<file path="src/design/mrf_pkg.sv">
// ----------------------------------------------------------------------------
// mrf_pkg
// Types, frame constants and the CRC-16 byte step for the request framer.
// ----------------------------------------------------------------------------
package mrf_pkg;

    localparam logic [7:0]  SLAVE_ADDR        = 8'h01;
    localparam logic [7:0]  FUNC_READ_HOLDING = 8'h03;
    localparam logic [15:0] CRC_INIT          = 16'hFFFF;
    localparam logic [15:0] CRC_POLY          = 16'hA001;

    // Position of a byte within the eight-byte frame, in transmit order.
    typedef enum logic [2:0] {
        POS_SLAVE    = 3'd0,
        POS_FUNC     = 3'd1,
        POS_ADDR_HI  = 3'd2,
        POS_ADDR_LO  = 3'd3,
        POS_COUNT_HI = 3'd4,
        POS_COUNT_LO = 3'd5,
        POS_CRC_LO   = 3'd6,
        POS_CRC_HI   = 3'd7
    } byte_pos_t;

    // Request fields plus the running CRC as they travel down the pipeline.
    typedef struct packed {
        logic [15:0] register_address;
        logic [15:0] register_count;
        logic [15:0] crc;
    } stage_t;

    // One byte of the reflected Modbus CRC-16: eight shift/xor steps.
    function automatic logic [15:0] crc_byte(input logic [15:0] crc_in,
                                             input logic [7:0]  data);
        logic [15:0] c;
        c = crc_in ^ {8'h00, data};
        for (int b = 0; b < 8; b++) begin
            c = c[0] ? ((c >> 1) ^ CRC_POLY) : (c >> 1);
        end
        return c;
    endfunction

    // The slave address and function code never change, so the CRC over
    // them is settled at elaboration.
    localparam logic [15:0] CRC_HDR = crc_byte(crc_byte(CRC_INIT, SLAVE_ADDR),
                                               FUNC_READ_HOLDING);

endpackage

</file>
<file path="src/design/mrf_req_if.sv">
// ----------------------------------------------------------------------------
// mrf_req_if
// Valid/ready channel carrying one read request item.
// ----------------------------------------------------------------------------
interface mrf_req_if;
    logic        valid;
    logic        ready;
    logic [15:0] register_address;
    logic [15:0] register_count;

    modport source (output valid, output register_address, output register_count,
                    input ready);
    modport sink   (input valid, input register_address, input register_count,
                    output ready);
endinterface

</file>
<file path="src/design/mrf_byte_if.sv">
// ----------------------------------------------------------------------------
// mrf_byte_if
// Valid/ready channel carrying one frame byte item with a last-byte flag.
// ----------------------------------------------------------------------------
interface mrf_byte_if;
    logic       valid;
    logic       ready;
    logic [7:0] frame_byte;
    logic       is_last;

    modport source (output valid, output frame_byte, output is_last, input ready);
    modport sink   (input valid, input frame_byte, input is_last, output ready);
endinterface

</file>
<file path="src/design/modbus_read_request_framer.sv">
// ----------------------------------------------------------------------------
// modbus_read_request_framer
// Builds Modbus RTU read-holding-registers request frames with CRC-16.
// ----------------------------------------------------------------------------
// Each request item (start register address, register count) turns into the
// eight-byte frame 01 03 addr_hi addr_lo count_hi count_lo crc_lo crc_hi,
// sent as eight byte items with is_last set on the CRC high byte. Every
// address and count value is framed as given. The CRC over the constant
// slave address and function code is precomputed; four register stages then
// fold in one header byte each, eight CRC bit steps per stage. A request is
// accepted in any cycle a stage has room, so up to four requests sit in the
// CRC pipeline while a fifth is being sent. An accepted request passes the
// four CRC stage registers into the serializer, which then offers the first
// frame byte. The output serializer sets the sustained throughput and sends
// one byte per cycle while the output is ready; the next frame follows the
// last byte of the previous one with no gap. Output stalls hold the byte steady.
// ----------------------------------------------------------------------------
module modbus_read_request_framer (
    input  logic        clk,
    input  logic        rst_n,
    mrf_req_if.sink     req,
    mrf_byte_if.source  frame
);

    localparam int NUM_STAGES = 4;

    logic            stg_valid [NUM_STAGES+1];
    logic            stg_ready [NUM_STAGES+1];
    mrf_pkg::stage_t stg_data  [NUM_STAGES+1];
    logic [7:0]      stg_byte  [NUM_STAGES];

    // Stage input: request fields with the CRC already past the fixed header.
    assign stg_valid[0]                 = req.valid;
    assign req.ready                    = stg_ready[0];
    assign stg_data[0].register_address = req.register_address;
    assign stg_data[0].register_count   = req.register_count;
    assign stg_data[0].crc              = mrf_pkg::CRC_HDR;

    // Each stage absorbs the next header byte in transmit order.
    assign stg_byte[0] = stg_data[0].register_address[15:8];
    assign stg_byte[1] = stg_data[1].register_address[7:0];
    assign stg_byte[2] = stg_data[2].register_count[15:8];
    assign stg_byte[3] = stg_data[3].register_count[7:0];

    for (genvar i = 0; i < NUM_STAGES; i++)
    begin : g_crc
        mrf_crc_stage u_stage (
            .clk       (clk),
            .rst_n     (rst_n),
            .in_valid  (stg_valid[i]),
            .in_ready  (stg_ready[i]),
            .in_data   (stg_data[i]),
            .in_byte   (stg_byte[i]),
            .out_valid (stg_valid[i+1]),
            .out_ready (stg_ready[i+1]),
            .out_data  (stg_data[i+1])
        );
    end

    mrf_serializer u_ser (
        .clk      (clk),
        .rst_n    (rst_n),
        .in_valid (stg_valid[NUM_STAGES]),
        .in_ready (stg_ready[NUM_STAGES]),
        .in_data  (stg_data[NUM_STAGES]),
        .frame    (frame)
    );

endmodule

</file>
<file path="src/design/mrf_crc_stage.sv">
// ----------------------------------------------------------------------------
// mrf_crc_stage
// One elastic pipeline stage that folds one frame byte into the CRC.
// ----------------------------------------------------------------------------
module mrf_crc_stage (
    input  logic            clk,
    input  logic            rst_n,
    input  logic            in_valid,
    output logic            in_ready,
    input  mrf_pkg::stage_t in_data,
    input  logic [7:0]      in_byte,
    output logic            out_valid,
    input  logic            out_ready,
    output mrf_pkg::stage_t out_data
);

    logic            valid_reg;
    mrf_pkg::stage_t data_reg;
    mrf_pkg::stage_t data_next;

    // The stage takes a new item whenever it is empty or its item moves on.
    assign in_ready = !valid_reg || out_ready;

    always_comb
    begin
        data_next     = in_data;
        data_next.crc = mrf_pkg::crc_byte(in_data.crc, in_byte);
    end

    always_ff @(posedge clk or negedge rst_n)
    begin
        if (!rst_n)
        begin
            valid_reg <= 1'b0;
        end
        else if (in_ready)
        begin
            valid_reg <= in_valid;
        end
    end

    always_ff @(posedge clk)
    begin
        if (in_ready && in_valid)
        begin
            data_reg <= data_next;
        end
    end

    assign out_valid = valid_reg;
    assign out_data  = data_reg;

endmodule

</file>
<file path="src/design/mrf_serializer.sv">
// ----------------------------------------------------------------------------
// mrf_serializer
// Holds one finished request and sends its eight frame bytes in order.
// ----------------------------------------------------------------------------
module mrf_serializer (
    input  logic              clk,
    input  logic              rst_n,
    input  logic              in_valid,
    output logic              in_ready,
    input  mrf_pkg::stage_t   in_data,
    mrf_byte_if.source        frame
);

    logic               busy_reg;
    mrf_pkg::byte_pos_t pos_reg;
    mrf_pkg::stage_t    hold_reg;
    logic               byte_taken;
    logic               frame_done;

    assign byte_taken = busy_reg && frame.ready;
    assign frame_done = byte_taken && (pos_reg == mrf_pkg::POS_CRC_HI);

    // A new request loads in the same cycle the last byte of the old one leaves.
    assign in_ready = !busy_reg || frame_done;

    always_ff @(posedge clk or negedge rst_n)
    begin
        if (!rst_n)
        begin
            busy_reg <= 1'b0;
            pos_reg  <= mrf_pkg::POS_SLAVE;
        end
        else if (in_ready)
        begin
            busy_reg <= in_valid;
            pos_reg  <= mrf_pkg::POS_SLAVE;
        end
        else if (byte_taken)
        begin
            pos_reg <= mrf_pkg::byte_pos_t'(pos_reg + 3'd1);
        end
    end

    always_ff @(posedge clk)
    begin
        if (in_ready && in_valid)
        begin
            hold_reg <= in_data;
        end
    end

    always_comb
    begin
        case (pos_reg)
            mrf_pkg::POS_SLAVE:    frame.frame_byte = mrf_pkg::SLAVE_ADDR;
            mrf_pkg::POS_FUNC:     frame.frame_byte = mrf_pkg::FUNC_READ_HOLDING;
            mrf_pkg::POS_ADDR_HI:  frame.frame_byte = hold_reg.register_address[15:8];
            mrf_pkg::POS_ADDR_LO:  frame.frame_byte = hold_reg.register_address[7:0];
            mrf_pkg::POS_COUNT_HI: frame.frame_byte = hold_reg.register_count[15:8];
            mrf_pkg::POS_COUNT_LO: frame.frame_byte = hold_reg.register_count[7:0];
            mrf_pkg::POS_CRC_LO:   frame.frame_byte = hold_reg.crc[7:0];
            mrf_pkg::POS_CRC_HI:   frame.frame_byte = hold_reg.crc[15:8];
            default:               frame.frame_byte = mrf_pkg::SLAVE_ADDR;
        endcase
    end

    assign frame.valid   = busy_reg;
    assign frame.is_last = (pos_reg == mrf_pkg::POS_CRC_HI);

endmodule

</file>
<file path="src/flat_wrapper.sv">
// flat-port wrapper written by rule: the top's interface ports become plain ports
module modbus_read_request_framer_flat 
  (clk, rst_n, req_valid, req_register_address, req_register_count, req_ready, frame_valid, frame_frame_byte, frame_is_last, frame_ready);
  mrf_req_if req_i ();
  mrf_byte_if frame_i ();
  input  logic clk;
  input  logic rst_n;
  input wire logic [$bits(req_i.valid)-1:0] req_valid;
  input wire logic [$bits(req_i.register_address)-1:0] req_register_address;
  input wire logic [$bits(req_i.register_count)-1:0] req_register_count;
  output wire logic [$bits(req_i.ready)-1:0] req_ready;
  output wire logic [$bits(frame_i.valid)-1:0] frame_valid;
  output wire logic [$bits(frame_i.frame_byte)-1:0] frame_frame_byte;
  output wire logic [$bits(frame_i.is_last)-1:0] frame_is_last;
  input wire logic [$bits(frame_i.ready)-1:0] frame_ready;
  assign req_i.valid = req_valid;
  assign req_i.register_address = req_register_address;
  assign req_i.register_count = req_register_count;
  assign req_ready = req_i.ready;
  assign frame_valid = frame_i.valid;
  assign frame_frame_byte = frame_i.frame_byte;
  assign frame_is_last = frame_i.is_last;
  assign frame_i.ready = frame_ready;
  modbus_read_request_framer u_core (.clk(clk), .rst_n(rst_n), .req(req_i), .frame(frame_i));
endmodule
</file>
<file path="config.mk">
export PLATFORM = sky130hd
export DESIGN_NAME = modbus_read_request_framer_flat
export DESIGN_NICKNAME = d
export VERILOG_FILES = /design/src/design/mrf_pkg.sv /design/src/design/mrf_req_if.sv /design/src/design/mrf_byte_if.sv /design/src/design/modbus_read_request_framer.sv /design/src/design/mrf_crc_stage.sv /design/src/design/mrf_serializer.sv /design/src/flat_wrapper.sv
export SDC_FILE = /design/constraint.sdc
export NUM_CORES = 1
export LEC_CHECK = 0
export ABC_AREA = 1
export BUFFER_PORTS_ARGS = -buffer_cell sky130_fd_sc_hd__buf_2
export CAP_MARGIN = 20
export CORE_MARGIN = 5
export CORE_UTILIZATION = 45
export CTS_CLUSTER_DIAMETER = 80
export CTS_CLUSTER_SIZE = 24
export DETAILED_ROUTE_END_ITERATION = 12
export PLACE_DENSITY = 0.66
export SYNTH_ARGS = -nofsm -noshare
export SYNTH_HDL_FRONTEND = slang
export SYNTH_SLANG_ARGS = --single-unit
</file>
<file path="constraint.sdc">
create_clock -name clk -period 6.1 [get_ports clk]
set_clock_uncertainty 0.1 [all_clocks]
set_input_delay 0.305 -clock clk [delete_from_list [all_inputs] [get_ports clk]]
set_output_delay 0.305 -clock clk [all_outputs]
set_load 0.05 [all_outputs]
</file>
# ---- After elaboration in Yosys (flattened, before gate mapping)
# Cells that the tools add are included.
dict set report op_classes {
  add_sub_neg 1
  n_eq_ne 7
  muxes 35
  n_bitwise 36
  n_reduce_logical 19
}
# op count
set op_table {}
lappend op_table {{$mux 16} 28}
lappend op_table {{$not 2->3} 31}
lappend op_table {{$pmux 8 s8} 1}
lappend op_table {{$mux 14} 4}
lappend op_table {{$xor 16x8->16} 3}
lappend op_table {{$eq 3x3->1 const B} 4}
lappend op_table {{$logic_and 1x1->1} 7}
lappend op_table {{$eq 3x2->1 const B} 2}
lappend op_table {{$mux 3} 2}
lappend op_table {{$not 1->3} 2}
lappend op_table {{$logic_not 1->1} 5}
lappend op_table {{$logic_or 1x1->1} 5}
lappend op_table {{$add 3x1->3 const B} 1}
lappend op_table {{$eq 3x1->1 const B} 1}
lappend op_table {{$logic_not 3->1} 1}
lappend op_table {{$reduce_bool 2->1} 1}
dict set report word_totals {
  ff_bits 248
  inputBits 36
  out_inout_bits 11
  wordCells 123
}

# ---- Depth between registers and ports, before layout
dict set report depth {
  word_depth 17
  ltp_mapped 14
  ltp_nobuf 14
}

# ---- Cells and area by module
# A second synthesis with hierarchy kept.
dict set report hier_totals {
  cells_unflattened 768
  area_unflattened_um2 10105.9
}
# mod instances cells_per_inst area_each_um2 seq_area_each_um2
set modules_own_cells {}
lappend modules_own_cells {mrf_crc_stage 4 145 1971.9 1466.4}
lappend modules_own_cells {mrf_serializer 1 186 2210.9 1541.5}
lappend modules_own_cells {modbus_read_request_framer 1 2 7.5 0.0}

# ---- Least setup slack after synthesis
# No wires, ideal clock.
dict set report synth_timing {
  path_type {register -> register}
  startpoint {reg u_core.u_ser.pos_reg[1]}
  endpoint {reg u_core.g_crc[0].u_stage.data_reg, in the netlist u_core.g_crc[0].u_stage.out_data[0] (enable)}
  setup_time_ps 442
  arrival_ps 3758
  required_ps 5558
  path_slack_ps 1800
  path_stages_with_launch 14
  path_buffers 1
  synth_period_minus_slack_ps 4300
  path_cell_list {dfrtp_1 ha_1 ha_1 buf_2 inv_1 o21ai_0 nor2_1 inv_1 nor2_1 inv_1 nor2_1 inv_1 nor2_1 nor2_1}
}
dict set report synth_between {
  elab_chain_cells 8
}
# item line_no
set synth_lines {}
lappend synth_lines {{start, declared} mrf_serializer.sv:15} ;# mrf_pkg::byte_pos_t pos_reg;
lappend synth_lines {{start signal, assigned} mrf_serializer.sv:31} ;# pos_reg <= mrf_pkg::POS_SLAVE;
lappend synth_lines {{start signal, assigned} mrf_serializer.sv:36} ;# pos_reg <= mrf_pkg::POS_SLAVE;
lappend synth_lines {{start signal, assigned} mrf_serializer.sv:40} ;# pos_reg <= mrf_pkg::byte_pos_t'(pos_reg + 3'd1);
lappend synth_lines {{$eq 3x3->1} n/a}
lappend synth_lines {{via frame_is_last} flat_wrapper.sv:14} ;# output wire logic [$bits(frame_i.is_last)-1:0] frame_is_last;
lappend synth_lines {{$logic_and 1x1->1} mrf_serializer.sv:21} ;# assign frame_done = byte_taken && (pos_reg == mrf_pkg::POS_CRC_HI);
lappend synth_lines {{$logic_or 1x1->1} mrf_serializer.sv:24} ;# assign in_ready = !busy_reg || frame_done;
lappend synth_lines {{$logic_or 1x1->1 (4 in a row)} mrf_crc_stage.sv:22} ;# assign in_ready = !valid_reg || out_ready;
lappend synth_lines {{$logic_and 1x1->1} mrf_crc_stage.sv:44} ;# if (in_ready && in_valid)
lappend synth_lines {{end signal, assigned} mrf_crc_stage.sv:46} ;# data_reg <= data_next;
lappend synth_lines {{end, declared} mrf_crc_stage.sv:18} ;# mrf_pkg::stage_t data_reg;
# The timed path passes the listed nets, and every way through them passes these cells.
# A chain may end at the register's enable or synchronous reset.

# ---- Worst setup path in the final report
dict set report layout_timing {
  startpoint {reg u_core.u_ser.pos_reg[1]}
  endpoint {out req_ready}
}
dict set report layout_between {
  elab_chain_cells 7
}
# item line_no
set layout_lines {}
lappend layout_lines {{$eq 3x3->1} mrf_serializer.sv:21}
lappend layout_lines {{$logic_and 1x1->1} mrf_serializer.sv:21}
lappend layout_lines {{$logic_or 1x1->1} mrf_serializer.sv:24}
lappend layout_lines {{$logic_or 1x1->1 (4 in a row)} mrf_crc_stage.sv:22}
lappend layout_lines {{end, declared} flat_wrapper.sv:11} ;# output wire logic [$bits(req_i.ready)-1:0] req_ready;
# Every way passes these cells.

==> metrics list <==
* Final net count: around 680
- After synthesis the cells add up to 0.008936 mm^2.
- At the end of routability-driven placement, the weighted congestion stood at between 0.8 and 0.9.
* Clock Sink Count: 242
- The worst setup path is launched from a flip-flop.
- TritonCTS built the clock tree.
* Area taken by multi-input logic gates: 0.001520 mm^2
* Number of placement rows: 51
* Buffer type at the clock tree root: sky130_fd_sc_hd__clkbuf_16
- CTS buffer count: 14
* DRT antenna net count: 0
- Routed Wire Length: 13070 um
- The final number of max-transition violations is 0.
- After detailed routing, the average wire length per cell comes to 14.49 um.
* Insertion delay of the later-clocked pin in the worst-skew pair: around 0.47 ns
- Across all hold checks on the routed design, the worst slack comes to 0.08600 ns.
- Among all flip-flop cells after synthesis, the most frequent one is sky130_fd_sc_hd__edfxtp_1.
* Filler Cell Count: 1549
- Largest net degree at the start of global routing: 49
- Pre-antenna DRT Iters: 4
- Worst slack at placement: 2.813 ns
- In this run the power density over the cells is about 330 mW/mm^2.
* Sequential area share after synthesis: 80.87%
- Grouping stages by cell kind, the critical path spends the most delay in buffers and inverters.
- Worst stage delay on the critical path: 0.43 ns
- For the pin with the worst max-slew slack, the measured transition is 0.9461 ns.
- For this run, the share of the core covered by cells in the final layout is a little over half.
- Yosys cell types: 30
- Run status: finished clean
- Detailed placement ended at an HPWL of 9593 um.
* # Post-CTS Setup Buffers: 0
* Share of synthesized registers carrying an async set or reset: 3.306%
* Leakage: 3.732 nW
* Worst-path cell with the longest stage delay: sky130_fd_sc_hd__dfrtp_1
- For this design the top-level I/O count stands at 47.
- In the routed design, unresolved DRC markers number 0.
- After layout, the worst path uses 53.74% of the clock period.
* Total of endpoints with negative setup slack in the final report: 0
- For this run the aggregate overflow at the end of global routing stands at 0.
- Least setup slack across all paths after layout: 2.822 ns
* Max-cap violation count: 0
* Category of the critical setup timing path: flip-flop to output port
* Vias per cell: 4.593
- The number of hold violations in the final report is 0.
- Violation count after the first detailed-route iteration: 186
- The number of antenna diodes in the final layout is 0.
* Synth Area per Inst: between 15 and 20 um^2
* Total number of vias: 4143
* Number of H-tree levels: 1
- No sink is reached through more buffers than the 3 on the longest clock path.
- The register with the most flip-flops in the layout has 186 of them.
- Sequential cell area: roughly 0.0072 mm^2
* Proportion of layout cells with a drive suffix above 1: between 10% and 20%
* Total Negative Setup Slacks: 0 ns
- Counting every net in the synthesized netlist gives 577.
- Classification of the worst-slack hold path: input pin to flip-flop
* Full die area: 0.02278 mm^2
- The worst-case IR drop observed on VDD is 142.5 uV.
- Port buffering added 46 buffers.
- Type of destination of the critical path: output port
* Buffering stage count on the worst path with inverters included: 6
- CP Max Fanout: 10
* Count of flip-flops with a built-in enable after synthesis: 234
- Setup repair after global routing missed its margin: false
- Clock slew at the register clock pins of the worst setup and hold paths: 0.09 ns
- CORE AREA: 0.01953 mm^2
* Floorplan die height: 150.9 um
- The cell count after synthesis came out at 535.
- For the worst setup path, the data required time is 5.69 ns.
- Yosys printed 0 warnings.
- The worst path in the final design needs a cycle of between 3 and 4 ns, including I/O delays and setup.
- From left edge to right edge, the die measures 150.9 um.
- Vias in the first global route: 4188
* Post-synthesis register bit count: 242
- Initial Util: 45.76%
- In the global route stage, overall resource usage came out at 11.99%.
- Layout area overhead: 15.71%
- The worst pin sits at a relative slew slack of 36.92%.
* Arrival @ worst endpoint: 2.87 ns
- Maximum clock rate: roughly 310 MHz
* Initial antenna violation count: 0
- Cell type with the highest occurrence count on the critical path: sky130_fd_sc_hd__inv_1
- The first global-routing pass estimated 21310 um of wire.
* List of cells traversed by the critical path: ha_1 > ha_1 > inv_1 > o21ai_0 > nor2_1 > inv_1 > nor2_1 > inv_1 > nor2_1 > inv_1 > nor2_1 > inv_1 > buf_2
==> layout make-up <==
type	instances	area share, %
sequential	242	69.89
multi-input combinational	237	14.70
timing repair buffer	84	6.171
clock buffer	19	3.775
tap	265	3.207
inverter	54	1.960
clock inverter	1	0.2904
==> cell families after synthesis <==
kind of cell	Yosys count	share of synthesized area (%)
AOI/OAI and AO/OA	22	1.848
xor gates and xnor gates	54	6.385
adders and majority gates	6	0.8401
buffers and inverters	56	2.366
DFF	242	80.87
and+or+nand+nor	155	7.687
==> per-stage QoR <==
step | total power [mW] | std cells | cell area (um^2)
2_1_floorplan | 2.403 | 535 | 8936
3_3_place_gp | 2.529 | 845 | 9519
3_5_place_dp | 2.551 | 847 | 9559
4_1_cts | 3.497 | 901 | 10320
5_1_grt | 3.622 | 902 | 10340
6_report | 3.459 | 902 | 10340
==> per-layer routing <==
layer / GRT usage [%] / routed length [um] / up-vias
li1: - / - / 2099
met1: 16.09 / 5800 / 1938
met2: 19.56 / 6318 / 77
met3: 1.676 / 468 / 29
met4: 5.530 / 481 / 0
met5: 0 / 0 / -
==> worst min-delay path, stage by stage <==
cell and delay [ns]:
sky130_fd_sc_hd__buf_2 0.10, sky130_fd_sc_hd__nand3_1 0.11, sky130_fd_sc_hd__o22ai_1 0.09
==> placed cells by master (no fill, tap or decap), types with 2 or more instances in the layout <==
master,count
sky130_fd_sc_hd__inv_2,4
sky130_fd_sc_hd__xor2_4,2
sky130_fd_sc_hd__nand4_1,3
sky130_fd_sc_hd__buf_12,3
sky130_fd_sc_hd__dfrtp_1,8
sky130_fd_sc_hd__nor2_1,7
sky130_fd_sc_hd__a22o_1,4
sky130_fd_sc_hd__nand3_2,3
sky130_fd_sc_hd__nor2_4,3
sky130_fd_sc_hd__xor2_1,23
sky130_fd_sc_hd__a31oi_1,4
sky130_fd_sc_hd__edfxtp_1,234
sky130_fd_sc_hd__clkinv_1,2
sky130_fd_sc_hd__ha_1,6
sky130_fd_sc_hd__xnor2_1,24
sky130_fd_sc_hd__nand3_1,35
sky130_fd_sc_hd__xnor2_2,3
sky130_fd_sc_hd__nand2_1,91
sky130_fd_sc_hd__o21ai_0,3
sky130_fd_sc_hd__nand2_2,9
sky130_fd_sc_hd__buf_2,46
sky130_fd_sc_hd__a221oi_1,8
sky130_fd_sc_hd__clkbuf_16,15
sky130_fd_sc_hd__xnor2_4,2
sky130_fd_sc_hd__dlygate4sd3_1,34
sky130_fd_sc_hd__clkbuf_1,4
sky130_fd_sc_hd__inv_1,48
==> Yosys cell counts, types with 2 or more instances <==
cell type / instances / share of area [%]
sky130_fd_sc_hd__edfxtp_1: 234 / 79
sky130_fd_sc_hd__nand2_1: 91 / 3.8
sky130_fd_sc_hd__inv_1: 50 / 2.1
sky130_fd_sc_hd__nand3_1: 35 / 2.0
sky130_fd_sc_hd__xnor2_1: 24 / 2.4
sky130_fd_sc_hd__xor2_1: 23 / 2.3
sky130_fd_sc_hd__nor2_1: 10 / 0.42
sky130_fd_sc_hd__nand2_2: 9 / 0.63
sky130_fd_sc_hd__a221oi_1: 8 / 0.78
sky130_fd_sc_hd__dfrtp_1: 8 / 2.2
sky130_fd_sc_hd__ha_1: 6 / 0.84
sky130_fd_sc_hd__a22o_1: 4 / 0.39
sky130_fd_sc_hd__a31oi_1: 4 / 0.28
sky130_fd_sc_hd__inv_2: 3 / 0.13
sky130_fd_sc_hd__nand3_2: 3 / 0.34
sky130_fd_sc_hd__nand4_1: 3 / 0.21
sky130_fd_sc_hd__o21ai_0: 3 / 0.17
sky130_fd_sc_hd__xnor2_2: 3 / 0.55
sky130_fd_sc_hd__xnor2_4: 2 / 0.62
sky130_fd_sc_hd__xor2_4: 2 / 0.62
==> repair_timing <==
action / in CTS / in global routing
hold endpoints to repair: 41 / 0
endpoints found under the setup margin: 0 / 0
gates resized for setup: 0 / 0
hold buffers: 34 / 0
==> report_power, final <==
group	internal, mW	switching [mW]	leakage, nW	total (mW)
registers	1.94	0.0431	2.19	1.98
logic	0.167	0.376	1.34	0.543
clock network	0.459	0.476	0.201	0.935
total	2.56	0.895	3.73	3.46
==> final timing paths <==
path,startpoint,slack [ns],to,cells after the start
worst min-delay path,frame_ready,0.09,u_core.u_ser.pos_reg[2]$_DFFE_PN0P_,3
worst max register to register,u_core.u_ser.pos_reg[1]$_DFFE_PN0P_,2.96,u_core.g_crc[1].u_stage.out_data[23]$_DFFE_PP_,12
worst max-delay path,u_core.u_ser.pos_reg[1]$_DFFE_PN0P_,2.82,req_ready,13
worst min register to register,u_core.g_crc[0].u_stage.out_data[41]$_DFFE_PP_,0.31,u_core.g_crc[1].u_stage.out_data[41]$_DFFE_PP_,0
max in group asynchronous,rst_n,5.62,u_core.u_ser.pos_reg[0]$_DFFE_PN0P_,2
min in group asynchronous,rst_n,0.11,u_core.g_crc[2].u_stage.out_valid$_DFFE_PN0P_,2
Note: power is estimated with default switching activity, not from simulation.
